## src/hw/rtl/csaf_pkg.sv

```systemverilog
`timescale 1ns / 1ps

package csaf_pkg;

    // Field widths.
    localparam int unsigned TIME_W  = 32;
    localparam int unsigned MAC_W   = 48;
    localparam int unsigned RSSI_W  = 8;
    localparam int unsigned LEN_W   = 16;
    localparam int unsigned RATE_W  = 10;
    localparam int unsigned COUNT_W = 32;
    localparam int unsigned CFG_IDX_W  = 3;
    localparam int unsigned CFG_DATA_W = 48;

    // Low part of the elapsed time that takes part in the rate check.
    // The longest period is 1000 ms, so anything at or above 1024 ms passes.
    localparam int unsigned DELTA_LO_W = 10;
    localparam int unsigned PROD_W     = DELTA_LO_W + 1 + RATE_W;

    localparam logic [LEN_W-1:0]  MAX_SAMPLE_BYTES = 16'd384;
    localparam logic [PROD_W-1:0] MS_PER_SECOND    = PROD_W'(1000);
    localparam logic signed [RSSI_W-1:0] MIN_SIGNAL_RESET = -8'sd127;

    typedef enum logic [2:0] {
        V_ACCEPTED = 3'd0,
        V_IDLE     = 3'd1,
        V_BADLEN   = 3'd2,
        V_MAC      = 3'd3,
        V_WEAK     = 3'd4,
        V_RATE     = 3'd5,
        V_DROPPED  = 3'd6
    } t_verdict;

    typedef enum logic [CFG_IDX_W-1:0] {
        CFG_ENABLE_RUN     = 3'd0,
        CFG_MAC_FILTER_ON  = 3'd1,
        CFG_FILTER_ADDRESS = 3'd2,
        CFG_MIN_SIGNAL     = 3'd3,
        CFG_LIMIT_HZ       = 3'd4
    } t_cfg_reg;

    typedef enum logic {
        S_IDLE = 1'b0,
        S_EVAL = 1'b1
    } t_state;

    // Commands from the controller to the datapath.
    typedef struct packed {
        logic load;    // capture the input word and its pre-checks
        logic commit;  // decide, update counters, load the output register
    } t_cmd;

endpackage

```

## src/hw/rtl/csaf_ctrl.sv

```systemverilog
`timescale 1ns / 1ps

module csaf_ctrl (
    input  logic            i_clk,
    input  logic            i_rst_n,
    input  logic            i_in_valid,
    output logic            o_in_stall,
    output logic            o_out_valid,
    input  logic            i_out_stall,
    output csaf_pkg::t_cmd  o_cmd
);

    csaf_pkg::t_state r_state;
    csaf_pkg::t_state n_state;
    logic             r_out_valid;
    logic             n_out_valid;

    always_ff @(posedge i_clk) begin
        if (!i_rst_n) begin
            r_state     <= csaf_pkg::S_IDLE;
            r_out_valid <= 1'b0;
        end else begin
            r_state     <= n_state;
            r_out_valid <= n_out_valid;
        end
    end

    always_comb begin
        n_state    = r_state;
        o_cmd      = '0;
        o_in_stall = (r_state != csaf_pkg::S_IDLE);
        case (r_state)
            csaf_pkg::S_IDLE: begin
                if (i_in_valid) begin
                    o_cmd.load = 1'b1;
                    n_state    = csaf_pkg::S_EVAL;
                end
            end
            csaf_pkg::S_EVAL: begin
                // The result may only be written once the output register is free
                // or is being taken in this cycle.
                if (!r_out_valid || !i_out_stall) begin
                    o_cmd.commit = 1'b1;
                    n_state      = csaf_pkg::S_IDLE;
                end
            end
            default: begin
                n_state = csaf_pkg::S_IDLE;
            end
        endcase
        n_out_valid = o_cmd.commit | (r_out_valid & i_out_stall);
    end

    assign o_out_valid = r_out_valid;

    a_load_to_eval: assert property (@(posedge i_clk) disable iff (!i_rst_n)
        (i_in_valid && !o_in_stall) |=> (r_state == csaf_pkg::S_EVAL))
        else $error("accepted word did not move the controller to evaluation");

    a_commit_shows: assert property (@(posedge i_clk) disable iff (!i_rst_n)
        o_cmd.commit |=> o_out_valid)
        else $error("committed result is not presented");

    a_wait_full: assert property (@(posedge i_clk) disable iff (!i_rst_n)
        (r_state == csaf_pkg::S_EVAL && r_out_valid && i_out_stall)
        |=> (r_state == csaf_pkg::S_EVAL))
        else $error("evaluation left while the output register was occupied");

endmodule

```

## src/hw/rtl/csaf_datapath.sv

```systemverilog
`timescale 1ns / 1ps

module csaf_datapath (
    input  logic                                  i_clk,
    input  logic                                  i_rst_n,
    input  csaf_pkg::t_cmd                        i_cmd,
    input  logic                                  i_cfg_we,
    input  logic [csaf_pkg::CFG_IDX_W-1:0]        i_cfg_index,
    input  logic [csaf_pkg::CFG_DATA_W-1:0]       i_cfg_data,
    input  logic [csaf_pkg::TIME_W-1:0]           i_now_ms,
    input  logic [csaf_pkg::MAC_W-1:0]            i_src_mac,
    input  logic signed [csaf_pkg::RSSI_W-1:0]    i_rssi,
    input  logic [csaf_pkg::LEN_W-1:0]            i_csi_len,
    input  logic                                  i_queue_full,
    output logic [2:0]                            o_verdict,
    output logic [csaf_pkg::COUNT_W-1:0]          o_accepted_total,
    output logic [csaf_pkg::COUNT_W-1:0]          o_bad_length_total,
    output logic [csaf_pkg::COUNT_W-1:0]          o_weak_signal_total,
    output logic [csaf_pkg::COUNT_W-1:0]          o_rate_limited_total,
    output logic [csaf_pkg::COUNT_W-1:0]          o_dropped_total
);

    // Configuration.
    logic                                r_enable_run;
    logic                                r_mac_filter_on;
    logic [csaf_pkg::MAC_W-1:0]          r_filter_address;
    logic signed [csaf_pkg::RSSI_W-1:0]  r_min_signal;
    logic [csaf_pkg::RATE_W-1:0]         r_limit_hz;

    // Filter state.
    logic [csaf_pkg::TIME_W-1:0]  r_last_pass_ms, n_last_pass_ms;
    logic [csaf_pkg::COUNT_W-1:0] r_accepted_count, n_accepted_count;
    logic [csaf_pkg::COUNT_W-1:0] r_bad_length_count, n_bad_length_count;
    logic [csaf_pkg::COUNT_W-1:0] r_weak_signal_count, n_weak_signal_count;
    logic [csaf_pkg::COUNT_W-1:0] r_rate_limited_count, n_rate_limited_count;
    logic [csaf_pkg::COUNT_W-1:0] r_dropped_count, n_dropped_count;

    // Captured word and its pre-checks.
    logic [csaf_pkg::TIME_W-1:0]     r_now_ms;
    logic                            r_queue_full;
    logic                            r_len_bad;
    logic                            r_mac_bad;
    logic                            r_weak;
    logic                            r_near;
    logic [csaf_pkg::DELTA_LO_W-1:0] r_delta_lo;
    logic [csaf_pkg::TIME_W-1:0]     n_delta;

    // Output register.
    csaf_pkg::t_verdict              r_verdict;
    csaf_pkg::t_verdict              n_verdict;
    logic [csaf_pkg::COUNT_W-1:0]    r_out_accepted, r_out_bad_length, r_out_weak_signal;
    logic [csaf_pkg::COUNT_W-1:0]    r_out_rate_limited, r_out_dropped;

    logic [csaf_pkg::DELTA_LO_W:0]   w_step;
    logic [csaf_pkg::PROD_W-1:0]     w_prod;
    logic                            w_rate_hit;

    assign n_delta = i_now_ms - r_last_pass_ms;

    // delta < 1000 / hz  is the same as  (delta + 1) * hz <= 1000.
    assign w_step     = {1'b0, r_delta_lo} + {{csaf_pkg::DELTA_LO_W{1'b0}}, 1'b1};
    assign w_prod     = {{csaf_pkg::RATE_W{1'b0}}, w_step}
                      * {{(csaf_pkg::DELTA_LO_W + 1){1'b0}}, r_limit_hz};
    assign w_rate_hit = (r_limit_hz != '0) && r_near && (w_prod <= csaf_pkg::MS_PER_SECOND);

    always_comb begin
        n_verdict            = csaf_pkg::V_ACCEPTED;
        n_last_pass_ms       = r_last_pass_ms;
        n_accepted_count     = r_accepted_count;
        n_bad_length_count   = r_bad_length_count;
        n_weak_signal_count  = r_weak_signal_count;
        n_rate_limited_count = r_rate_limited_count;
        n_dropped_count      = r_dropped_count;
        if (!r_enable_run) begin
            n_verdict = csaf_pkg::V_IDLE;
        end else if (r_len_bad) begin
            n_verdict          = csaf_pkg::V_BADLEN;
            n_bad_length_count = r_bad_length_count + 1'b1;
        end else if (r_mac_bad) begin
            n_verdict = csaf_pkg::V_MAC;
        end else if (r_weak) begin
            n_verdict           = csaf_pkg::V_WEAK;
            n_weak_signal_count = r_weak_signal_count + 1'b1;
        end else if (w_rate_hit) begin
            n_verdict            = csaf_pkg::V_RATE;
            n_rate_limited_count = r_rate_limited_count + 1'b1;
        end else begin
            // A sample that clears the rate check restarts the period even
            // when it is then lost to a full queue.
            if (r_limit_hz != '0) begin
                n_last_pass_ms = r_now_ms;
            end
            if (r_queue_full) begin
                n_verdict       = csaf_pkg::V_DROPPED;
                n_dropped_count = r_dropped_count + 1'b1;
            end else begin
                n_accepted_count = r_accepted_count + 1'b1;
            end
        end
    end

    always_ff @(posedge i_clk) begin
        if (!i_rst_n) begin
            r_enable_run         <= 1'b0;
            r_mac_filter_on      <= 1'b0;
            r_filter_address     <= '0;
            r_min_signal         <= csaf_pkg::MIN_SIGNAL_RESET;
            r_limit_hz           <= '0;
            r_last_pass_ms       <= '0;
            r_accepted_count     <= '0;
            r_bad_length_count   <= '0;
            r_weak_signal_count  <= '0;
            r_rate_limited_count <= '0;
            r_dropped_count      <= '0;
        end else begin
            if (i_cmd.commit) begin
                r_last_pass_ms       <= n_last_pass_ms;
                r_accepted_count     <= n_accepted_count;
                r_bad_length_count   <= n_bad_length_count;
                r_weak_signal_count  <= n_weak_signal_count;
                r_rate_limited_count <= n_rate_limited_count;
                r_dropped_count      <= n_dropped_count;
            end
            if (i_cfg_we) begin
                case (i_cfg_index)
                    csaf_pkg::CFG_ENABLE_RUN:     r_enable_run     <= i_cfg_data[0];
                    csaf_pkg::CFG_MAC_FILTER_ON:  r_mac_filter_on  <= i_cfg_data[0];
                    csaf_pkg::CFG_FILTER_ADDRESS: r_filter_address <= i_cfg_data;
                    csaf_pkg::CFG_MIN_SIGNAL: begin
                        r_min_signal <= i_cfg_data[csaf_pkg::RSSI_W-1:0];
                    end
                    csaf_pkg::CFG_LIMIT_HZ: begin
                        r_limit_hz     <= i_cfg_data[csaf_pkg::RATE_W-1:0];
                        r_last_pass_ms <= '0;
                    end
                    default: begin
                    end
                endcase
            end
        end
    end

    always_ff @(posedge i_clk) begin
        if (i_cmd.load) begin
            r_now_ms     <= i_now_ms;
            r_queue_full <= i_queue_full;
            r_len_bad    <= (i_csi_len == '0) || (i_csi_len > csaf_pkg::MAX_SAMPLE_BYTES);
            r_mac_bad    <= r_mac_filter_on && (i_src_mac != r_filter_address);
            r_weak       <= (i_rssi < r_min_signal);
            r_near       <= (n_delta[csaf_pkg::TIME_W-1:csaf_pkg::DELTA_LO_W] == '0);
            r_delta_lo   <= n_delta[csaf_pkg::DELTA_LO_W-1:0];
        end
        if (i_cmd.commit) begin
            r_verdict          <= n_verdict;
            r_out_accepted     <= n_accepted_count;
            r_out_bad_length   <= n_bad_length_count;
            r_out_weak_signal  <= n_weak_signal_count;
            r_out_rate_limited <= n_rate_limited_count;
            r_out_dropped      <= n_dropped_count;
        end
    end

    assign o_verdict            = r_verdict;
    assign o_accepted_total     = r_out_accepted;
    assign o_bad_length_total   = r_out_bad_length;
    assign o_weak_signal_total  = r_out_weak_signal;
    assign o_rate_limited_total = r_out_rate_limited;
    assign o_dropped_total      = r_out_dropped;

    a_idle_no_count: assert property (@(posedge i_clk) disable iff (!i_rst_n)
        (i_cmd.commit && n_verdict == csaf_pkg::V_IDLE)
        |=> $stable({r_accepted_count, r_bad_length_count, r_weak_signal_count,
                     r_rate_limited_count, r_dropped_count}))
        else $error("an ignored sample changed a counter");

    a_rate_needs_limit: assert property (@(posedge i_clk) disable iff (!i_rst_n)
        (i_cmd.commit && n_verdict == csaf_pkg::V_RATE) |-> (r_limit_hz != '0))
        else $error("rate limited verdict with limiting disabled");

    a_accept_counts: assert property (@(posedge i_clk) disable iff (!i_rst_n)
        (i_cmd.commit && n_verdict == csaf_pkg::V_ACCEPTED)
        |=> (r_accepted_count == $past(r_accepted_count) + 1'b1))
        else $error("accepted sample not counted");

endmodule

```

## src/hw/rtl/csi_sample_admission_filter_top.sv

```systemverilog
`timescale 1ns / 1ps

// Admission filter for channel-state sample descriptors. Each word taken on
// the input channel yields exactly one result word: a verdict (accepted,
// idle, bad length, MAC mismatch, weak signal, rate limited, dropped) and a
// snapshot of the five wrapping 32-bit counters after that sample. A word
// is first captured with its length, address, signal and elapsed-time
// checks, then decided: the counters are updated and the output register
// loaded. The input stalls until that word is committed, so a new word is
// taken only after the previous one is through. The single output
// register sets the limit when the consumer stalls: evaluation waits until
// it is free. The rate check compares (elapsed + 1) * limit_hz against 1000
// with one small multiplier, which equals testing the elapsed time against
// 1000 / limit_hz. Configuration writes are taken in any cycle but must
// only be issued while no sample is in flight; writing limit_hz also clears
// the last-pass time.

module csi_sample_admission_filter_top (
    input  logic                                  i_clk,
    input  logic                                  i_rst_n,
    // Configuration write port.
    input  logic                                  i_cfg_we,
    input  logic [csaf_pkg::CFG_IDX_W-1:0]        i_cfg_index,
    input  logic [csaf_pkg::CFG_DATA_W-1:0]       i_cfg_data,
    // Input channel.
    input  logic                                  i_in_valid,
    output logic                                  o_in_stall,
    input  logic [csaf_pkg::TIME_W-1:0]           i_now_ms,
    input  logic [csaf_pkg::MAC_W-1:0]            i_src_mac,
    input  logic signed [csaf_pkg::RSSI_W-1:0]    i_rssi,
    input  logic [csaf_pkg::LEN_W-1:0]            i_csi_len,
    input  logic                                  i_queue_full,
    // Output channel.
    output logic                                  o_out_valid,
    input  logic                                  i_out_stall,
    output logic [2:0]                            o_verdict,
    output logic [csaf_pkg::COUNT_W-1:0]          o_accepted_total,
    output logic [csaf_pkg::COUNT_W-1:0]          o_bad_length_total,
    output logic [csaf_pkg::COUNT_W-1:0]          o_weak_signal_total,
    output logic [csaf_pkg::COUNT_W-1:0]          o_rate_limited_total,
    output logic [csaf_pkg::COUNT_W-1:0]          o_dropped_total
);

    // Commands from the controller: load captures a word, commit decides it.
    csaf_pkg::t_cmd w_cmd;

    csaf_ctrl u_ctrl (
        .i_clk       (i_clk),
        .i_rst_n     (i_rst_n),
        .i_in_valid  (i_in_valid),
        .o_in_stall  (o_in_stall),
        .o_out_valid (o_out_valid),
        .i_out_stall (i_out_stall),
        .o_cmd       (w_cmd)
    );

    // The datapath holds the configuration, counters, the captured word and
    // the output payload register.
    csaf_datapath u_datapath (
        .i_clk                (i_clk),
        .i_rst_n              (i_rst_n),
        .i_cmd                (w_cmd),
        .i_cfg_we             (i_cfg_we),
        .i_cfg_index          (i_cfg_index),
        .i_cfg_data           (i_cfg_data),
        .i_now_ms             (i_now_ms),
        .i_src_mac            (i_src_mac),
        .i_rssi               (i_rssi),
        .i_csi_len            (i_csi_len),
        .i_queue_full         (i_queue_full),
        .o_verdict            (o_verdict),
        .o_accepted_total     (o_accepted_total),
        .o_bad_length_total   (o_bad_length_total),
        .o_weak_signal_total  (o_weak_signal_total),
        .o_rate_limited_total (o_rate_limited_total),
        .o_dropped_total      (o_dropped_total)
    );

endmodule

```

## config.mk

```make
export PLATFORM = sky130hd
export DESIGN_NAME = csi_sample_admission_filter_top
export DESIGN_NICKNAME = d
export VERILOG_FILES = /design/src/hw/rtl/csaf_pkg.sv /design/src/hw/rtl/csaf_ctrl.sv /design/src/hw/rtl/csaf_datapath.sv /design/src/hw/rtl/csi_sample_admission_filter_top.sv
export SDC_FILE = /design/constraint.sdc
export NUM_CORES = 1
export LEC_CHECK = 0
export ABC_CLOCK_PERIOD_IN_PS = 30800
export BUFFER_PORTS_ARGS = -buffer_cell sky130_fd_sc_hd__buf_2
export CORE_ASPECT_RATIO = 0.5
export CORE_UTILIZATION = 50
export DETAILED_ROUTE_END_ITERATION = 7
export PLACE_DENSITY = 0.7
export SLEW_MARGIN = 10
export SYNTH_ARGS = -nofsm -noshare
export SYNTH_HDL_FRONTEND = slang
export SYNTH_HIERARCHICAL = 1
export SYNTH_SLANG_ARGS = --single-unit
```

## constraint.sdc

```tcl
create_clock -name i_clk -period 30.8 [get_ports i_clk]
set_clock_uncertainty 0.05 [all_clocks]
set_input_delay 1.54 -clock i_clk [delete_from_list [all_inputs] [get_ports i_clk]]
set_output_delay 1.54 -clock i_clk [all_outputs]
set_load 0.02 [all_outputs]
```

==> results.yml, run 1 <==
synthesis:
  netlist_area_mm2: 0.0265
  synth.net_count: 3129
  synth-edff-count: 210
  ys_seq_elements: 472
  synth_ff_type: "dfxtp_1"
  yosysSeqAreaShare: 0.435
  synthDistinctLibCells: 75
  synth.avg_cell_area_um2: 9.48
  synthArstFlopShare: 0
  ys_warn_count: 6
  postSynthCellCount: 2797
drt:
  drc: 0
  first_pass_iters: 5
  drt-initial-drc-count: 1397
  vias_per_cell: 5.48
  drt_wl_total_um: 63300
  ant_nets: 0
  vias: 20747
  post_drt_wl_per_cell_um: 16.7
floorplan:
  start_util: 0.508
  pin_count: 326
  row_count: 59
  die_y_um: 165
  coreArea_mm2: 0.0522
  chipWidth_um: 328
  die-area_mm2: 0.0540
finish:
  multi_input_area_mm2: 0.0140
  seq_area_mm2: 0.0116
  layout-drive-gt1-share: 0.147
  synthToLayoutAreaGrowth_pct: 14.2
  fin_nets: 3376
  layoutNonFillerInstCount: 3786
  fillers: 4509
global_routing:
  grt_antenna_before_repair: 5
  grt_usage: 0.229
  grt_pass1_wl_um: 100000
  grt_pass1_vias: 19590
  overflow: 0
  grt_max_degree: 151
placed_design:
  gp_congestion: 0.878
  dpl.hpwl_um: 44200
  dp.cells: 3698
  dpl_worst_slack_ns: 22.35
  portBuffers: 325
clocking:
  clk_pin_slew_ns: 0.07
  h-tree-depth: 2
  cts_resized: 0
  cts_tree: "built"
  cts_root_buffer: "clkbuf_16"
  cts_sinks: 472
  cts-buffers-inserted: 45
  post_cts_buffers: 0
  clk_path_buf_depth: 3
  clock_latency_ns: 0.58
  postCtsHoldBufs: 0
power_and_ir_drop:
  p_switching_uw: 338
  peakVddDrop_mv: 0.0453
  internal_power_uw: 1050
  power_frac_clock: 0.427
  switching_share: 0.243
  leakage_uw: 0.0119
  p_comb_frac: 0.085
  powerDensity_mw_per_mm2: 45.9
  p_seq_frac: 0.488
sta:
  finalCritPeriodShare: 0.273
  rsz0062_at_grt: "no"
  slew_headroom: 0.184
  setup_violations: 0
  fin_crit_ns: 8.41
  hold_viol: 0
  maxClockFrequency_mhz: 119
  fin_ws_ns: 22.39
  worst_slew_pin_slew_ns: 1.22
  slew_violations: 0
  fin_tns_setup_ns: 0
critical_path:
  startpoint_type: "flip-flop"
  r2r_start: "u_datapath/r_delta_lo[0]$_DFFE_PP_"
  reg2reg_slack_ns: 22.39
  r2r_cells: 24
  worstSetupEndpoint: "u_datapath/o_rate_limited_total[5]$_DFFE_PP_"
  reg2reg_to: "u_datapath/o_rate_limited_total[5]$_DFFE_PP_"
  critPathCaptureType: "flip-flop"
  cp_max_fo: 19
  crit_start: "u_datapath/r_delta_lo[0]$_DFFE_PP_"
  critPathRequiredTime_ns: 31.07
  crit_type: "reg -> reg"
  cp.arrival_ns: 8.68
min_path:
  hp-class: "reg -> reg"
run_status:
  status: "finished clean"
job:
  maxCapViolCount: 0
==> per-stage QoR <==
step                      instance area, um2  total power (uW)  hold slack (ns)   util
after floorplan                        26500               772            0.386      -
after global placement                 28700               810            0.392  0.550
after detailed placement               28700               812            0.399  0.550
after CTS                              30300              1410            0.408  0.580
after global routing                   30300              1440            0.431  0.580
final                                  30300              1390            0.409  0.580
==> sequential cells by signal, indices dropped and copies added (netlist names), 32 cells and up <==
| name | flops |
|---|---|
| u_datapath/o_rate_limited_total | 32 |
| u_datapath/r_weak_signal_count | 32 |
| u_datapath/o_weak_signal_total | 32 |
| u_datapath/o_bad_length_total | 32 |
| u_datapath/r_filter_address | 48 |
| u_datapath/r_last_pass_ms | 32 |
| u_datapath/r_now_ms | 32 |
| u_datapath/o_dropped_total | 32 |
| u_datapath/r_bad_length_count | 32 |
| u_datapath/o_accepted_total | 32 |
| u_datapath/r_accepted_count | 32 |
| u_datapath/r_rate_limited_count | 32 |
| u_datapath/r_dropped_count | 32 |
==> cell usage after synthesis, types with 36 or more instances <==
cell / instances / area [um2]
nand2_1: 364 / 1370
dfxtp_1: 262 / 5250
edfxtp_1: 210 / 6310
a21oi_1: 203 / 1020
xor2_1: 183 / 1600
nor2_1: 175 / 657
inv_1: 139 / 522
nand3_1: 115 / 576
clkbuf_1: 112 / 420
xnor2_1: 104 / 911
ha_1: 100 / 1250
o21ai_0: 87 / 435
fa_1: 71 / 1420
and2_1: 69 / 432
and3_1: 64 / 400
or3_1: 60 / 375
mux2i_1: 56 / 561
nand4_1: 56 / 350
or4_1: 37 / 278
o31ai_1: 36 / 270
==> power groups by stage <==
stage               logic, uW  clock network (uW)  registers [uW]
global route              131                 632             680
finish                    119                 594             679
CTS                       119                 608             679
floorplan                61.1                   0             711
global placement          117                   0             693
detailed placement        119                   0             693
==> routing by layer <==
metal / track usage / share of wire / routed length (um) / vias up
met1: 0.297 / 0.45 / 28300 / 9931
met3: 0.0347 / 0.040 / 2550 / 122
met2: 0.396 / 0.49 / 30700 / 439
met4: 0.0724 / 0.028 / 1750 / 0
li1: - / - / - / 10255
met5: 0 / 0 / 0 / -
==> critical path: stages (launching register included) <==
cell and delay [ns]:
edfxtp_1 0.56, ha_1 0.25, nand3_1 0.11, nor2_1 0.22, nand3_1 0.13, xnor2_1 0.73
nand2_1 0.16, fa_1 0.51, inv_1 0.05, fa_1 0.52, fa_1 0.44, fa_1 0.54
inv_1 0.05, fa_1 0.53, inv_1 0.04, ha_1 0.34, a21oi_1 0.23, nand2_1 0.12
o21ai_0 0.24, mux2i_1 0.23, nand4b_1 0.16, or4b_4 0.57, nor3_2 0.98, nand3_1 0.21
xnor2_1 0.19
==> cell usage in the layout, fill, tap and decap left out, types with 64 or more instances in the layout <==
cell,count
fa_1,71
nand2_1,364
and3_1,64
xnor2_1,104
dfxtp_1,262
o21ai_0,87
xor2_1,183
ha_1,100
nand3_1,114
nor2_1,174
a21oi_1,203
buf_2,325
edfxtp_1,210
inv_1,138
and2_1,69
==> final cells by class <==
class	instances	share of cell area
antenna	5	0.000413
clock buffer	64	0.0434
clock inverter	19	0.00876
inverter	139	0.0174
multi-input combinational	2045	0.462
sequential	472	0.381
tap	701	0.0290
timing repair buffer	341	0.0581
==> kinds of logic after synthesis <==
group                    count (synthesis)  synth area share
adder cells (fa/ha/maj)                171             0.101
multiplexers                            63            0.0241
buffers and inverters                  280            0.0407
XOR/XNOR                               287            0.0948
flip-flops                             472             0.435
AO/OA/AOI/OAI                          438            0.0989
AND/OR/NAND/NOR                       1086             0.205
==> worst min path at each step <==
stage	depth (start not counted)	to	start	slack [ns]
2_1_floorplan	2	u_datapath/r_min_signal[1]$_SDFFE_PN0P_	u_datapath/r_min_signal[1]$_SDFFE_PN0P_	0.39
3_5_place_dp	2	u_datapath/r_min_signal[1]$_SDFFE_PN0P_	u_datapath/r_min_signal[1]$_SDFFE_PN0P_	0.40
5_1_grt	2	u_datapath/r_filter_address[33]$_SDFFE_PN0P_	u_datapath/r_filter_address[33]$_SDFFE_PN0P_	0.43
4_1_cts	2	u_datapath/r_min_signal[1]$_SDFFE_PN0P_	u_datapath/r_min_signal[1]$_SDFFE_PN0P_	0.41
3_3_place_gp	2	u_datapath/r_min_signal[1]$_SDFFE_PN0P_	u_datapath/r_min_signal[1]$_SDFFE_PN0P_	0.39
6_report	2	u_datapath/r_min_signal[6]$_SDFFE_PN0P_	u_datapath/r_min_signal[6]$_SDFFE_PN0P_	0.41
(Power assumes the default switching activity.)
==> inputs of run 2 (changes only) <==
--- a/config.mk
+++ b/config.mk
@@ -5,7 +5,7 @@
 export SDC_FILE = /design/constraint.sdc
 export NUM_CORES = 1
 export LEC_CHECK = 0
-export ABC_CLOCK_PERIOD_IN_PS = 30800
+export ABC_CLOCK_PERIOD_IN_PS = 8800
 export BUFFER_PORTS_ARGS = -buffer_cell sky130_fd_sc_hd__buf_2
 export CORE_ASPECT_RATIO = 0.5
 export CORE_UTILIZATION = 50
==> constraint.sdc (replaced) <==
create_clock -name i_clk -period 8.8 [get_ports i_clk]
set_clock_uncertainty 0.05 [all_clocks]
set_input_delay 0.44 -clock i_clk [delete_from_list [all_inputs] [get_ports i_clk]]
set_output_delay 0.44 -clock i_clk [all_outputs]
set_load 0.02 [all_outputs]
==> run 2 against run 1 <==
Effect of this change:
- power rose to 3.4 times the previous value
- design area grew 0.66%
- via count grew 0.92%
- clock-buffer cell count up 5
- first-iteration DRC count grew 3.7%
- global-route usage is 0.42 points higher
- fmax increased by 3.1%
==> results.yml, run 2 (synthesis gave the netlist of run 1 again) <==
finish:
  fin_nets: 3408
  multi_input_area_mm2: 0.0140
  post-route-util: 0.584
  seq_area_mm2: 0.0116
  largest_reg_flops: 48
  layout-drive-gt1-share: 0.145
  final_cell_mix: "nand2_1 (364), buf_2 (325), dfxtp_1 (262)"
  synthToLayoutAreaGrowth_pct: 15.0
  final_common_cell: "nand2_1"
  fillers: 4535
  regMostFlops: "u_datapath/r_filter_address"
power_and_ir_drop:
  peakVddDrop_mv: 0.144
  internal_power_uw: 3580
  p_comb_frac: 0.089
  power_frac_clock: 0.411
  p_seq_frac: 0.499
  powerDensity_mw_per_mm2: 156
  p_switching_uw: 1180
  switching_share: 0.249
  leakage_uw: 0.0120
drt:
  drc: 0
  ant_nets: 0
  post_drt_wl_per_cell_um: 16.7
  drt_wl_total_um: 63700
  vias: 20937
  vias_per_cell: 5.48
  drt-initial-drc-count: 1448
  first_pass_iters: 5
placed_design:
  portBuffers: 325
  dpl.hpwl_um: 44400
  gp_congestion: 0.900
critical_path:
  startpoint_type: "flip-flop"
  crit_type: "reg -> reg"
  critPathSlowestCell: "xnor2_1"
  reg2reg_to: "u_datapath/o_dropped_total[21]$_DFFE_PP_"
  reg2reg_slack_ns: 0.64
  slowest_delay_ns: 0.63
  r2r_start: "u_datapath/r_delta_lo[0]$_DFFE_PP_"
  crit_start: "u_datapath/r_delta_lo[0]$_DFFE_PP_"
  cp.arrival_ns: 8.43
  r2r_cells: 26
  critPathCaptureType: "flip-flop"
  worstSetupEndpoint: "u_datapath/o_dropped_total[21]$_DFFE_PP_"
  critPathRequiredTime_ns: 9.07
  cp_max_fo: 23
clocking:
  cts_resized: 0
  clk_pin_slew_ns: 0.06
  cts_sinks: 472
  cts_tree: "built"
  clk_path_buf_depth: 3
  cts-buffers-inserted: 45
  cts_root_buffer: "clkbuf_16"
  post_cts_buffers: 0
  clock_latency_ns: 0.60
  h-tree-depth: 2
sta:
  setup_violations: 0
  maxClockFrequency_mhz: 123
  slew_headroom: 0.222
  fin_tns_setup_ns: 0
  worst_slew_pin_slew_ns: 1.16
  rsz0062_at_grt: "no"
  finalCritPeriodShare: 0.928
  hold_viol: 0
  slew_violations: 0
  fin_crit_ns: 8.16
global_routing:
  overflow: 0
  grt_pass1_vias: 20416
  grt_usage: 0.234
  grt_antenna_before_repair: 6
  grt_max_degree: 154
  grt_pass1_wl_um: 103000
min_path:
  hp-class: "in -> reg"
floorplan:
  chipWidth_um: 328
  coreArea_mm2: 0.0522
  start_util: 0.508
  pin_count: 326
  die_y_um: 165
  die-area_mm2: 0.0540
  row_count: 59
run_status:
  status: "finished clean"
job:
  maxCapViolCount: 0
[run 2: layout make-up]
class	instances	share of cell area
sequential	472	0.379
multi-input combinational	2045	0.459
antenna	6	0.000492
clock buffer	69	0.0422
timing repair buffer	373	0.0681
tap	701	0.0288
clock inverter	15	0.00574
inverter	139	0.0173
[run 2: worst min path at each step]
stage	from	cells after the start	slack, ns	end
after floorplan	u_datapath/r_min_signal[1]$_SDFFE_PN0P_	2	0.39	u_datapath/r_min_signal[1]$_SDFFE_PN0P_
after global placement	u_datapath/r_min_signal[1]$_SDFFE_PN0P_	2	0.39	u_datapath/r_min_signal[1]$_SDFFE_PN0P_
after detailed placement	u_datapath/r_min_signal[1]$_SDFFE_PN0P_	2	0.40	u_datapath/r_min_signal[1]$_SDFFE_PN0P_
after CTS	i_now_ms[14]	1	0.0008	u_datapath/r_now_ms[14]$_DFFE_PP_
after global routing	i_now_ms[20]	1	0.006	u_datapath/r_now_ms[20]$_DFFE_PP_
final	i_now_ms[16]	1	0.03	u_datapath/r_now_ms[16]$_DFFE_PP_
[run 2: critical path, delay by kind of cell (launching register included)]
kind                     cells  cell delay [ns]
AO/OA/AOI/OAI                4             1.17
multiplexers                 1             0.16
flip-flops                   1             0.56
XOR/XNOR                     2             0.79
buffers and inverters        6             0.66
AND/OR/NAND/NOR              7             1.60
adder cells (fa/ha/maj)      6             2.91
[run 2: per-stage QoR]
| step | worst slack [ns] | hold slack, ns | cell area (um2) | power [uW] | instances |
|---|---|---|---|---|---|
| 2_1_floorplan | 1.41 | 0.386 | 26500 | 2690 | 2797 |
| 3_3_place_gp | 0.924 | 0.393 | 28800 | 2840 | 3704 |
| 6_report | 0.637 | 0.0264 | 30500 | 4760 | 3820 |
| 4_1_cts | 0.593 | 0.000838 | 30500 | 4820 | 3814 |
| 5_1_grt | 0.106 | 0.00593 | 30500 | 4950 | 3820 |
| 3_5_place_dp | 0.635 | 0.397 | 28800 | 2840 | 3704 |
[run 2: timing repair]
action,in CTS,in global routing
endpoints found under the setup margin,0,0
hold buffers,26,0
hold endpoints to repair,26,0
[run 2: layer usage]
metal,GRT usage,wire length (um),up-vias
li1,-,-,10320
met1,0.297,27800,10069
met2,0.403,31000,419
met3,0.0357,2680,129
met4,0.0879,2170,0
met5,0,0,-
[run 2: power groups by stage]
stage	clock network [uW]	logic [uW]	registers, uW
4_1_cts	2010	428	2380
5_1_grt	2100	469	2380
3_3_place_gp	0	413	2430
3_5_place_dp	0	417	2430
6_report	1960	426	2380
2_1_floorplan	0	214	2470
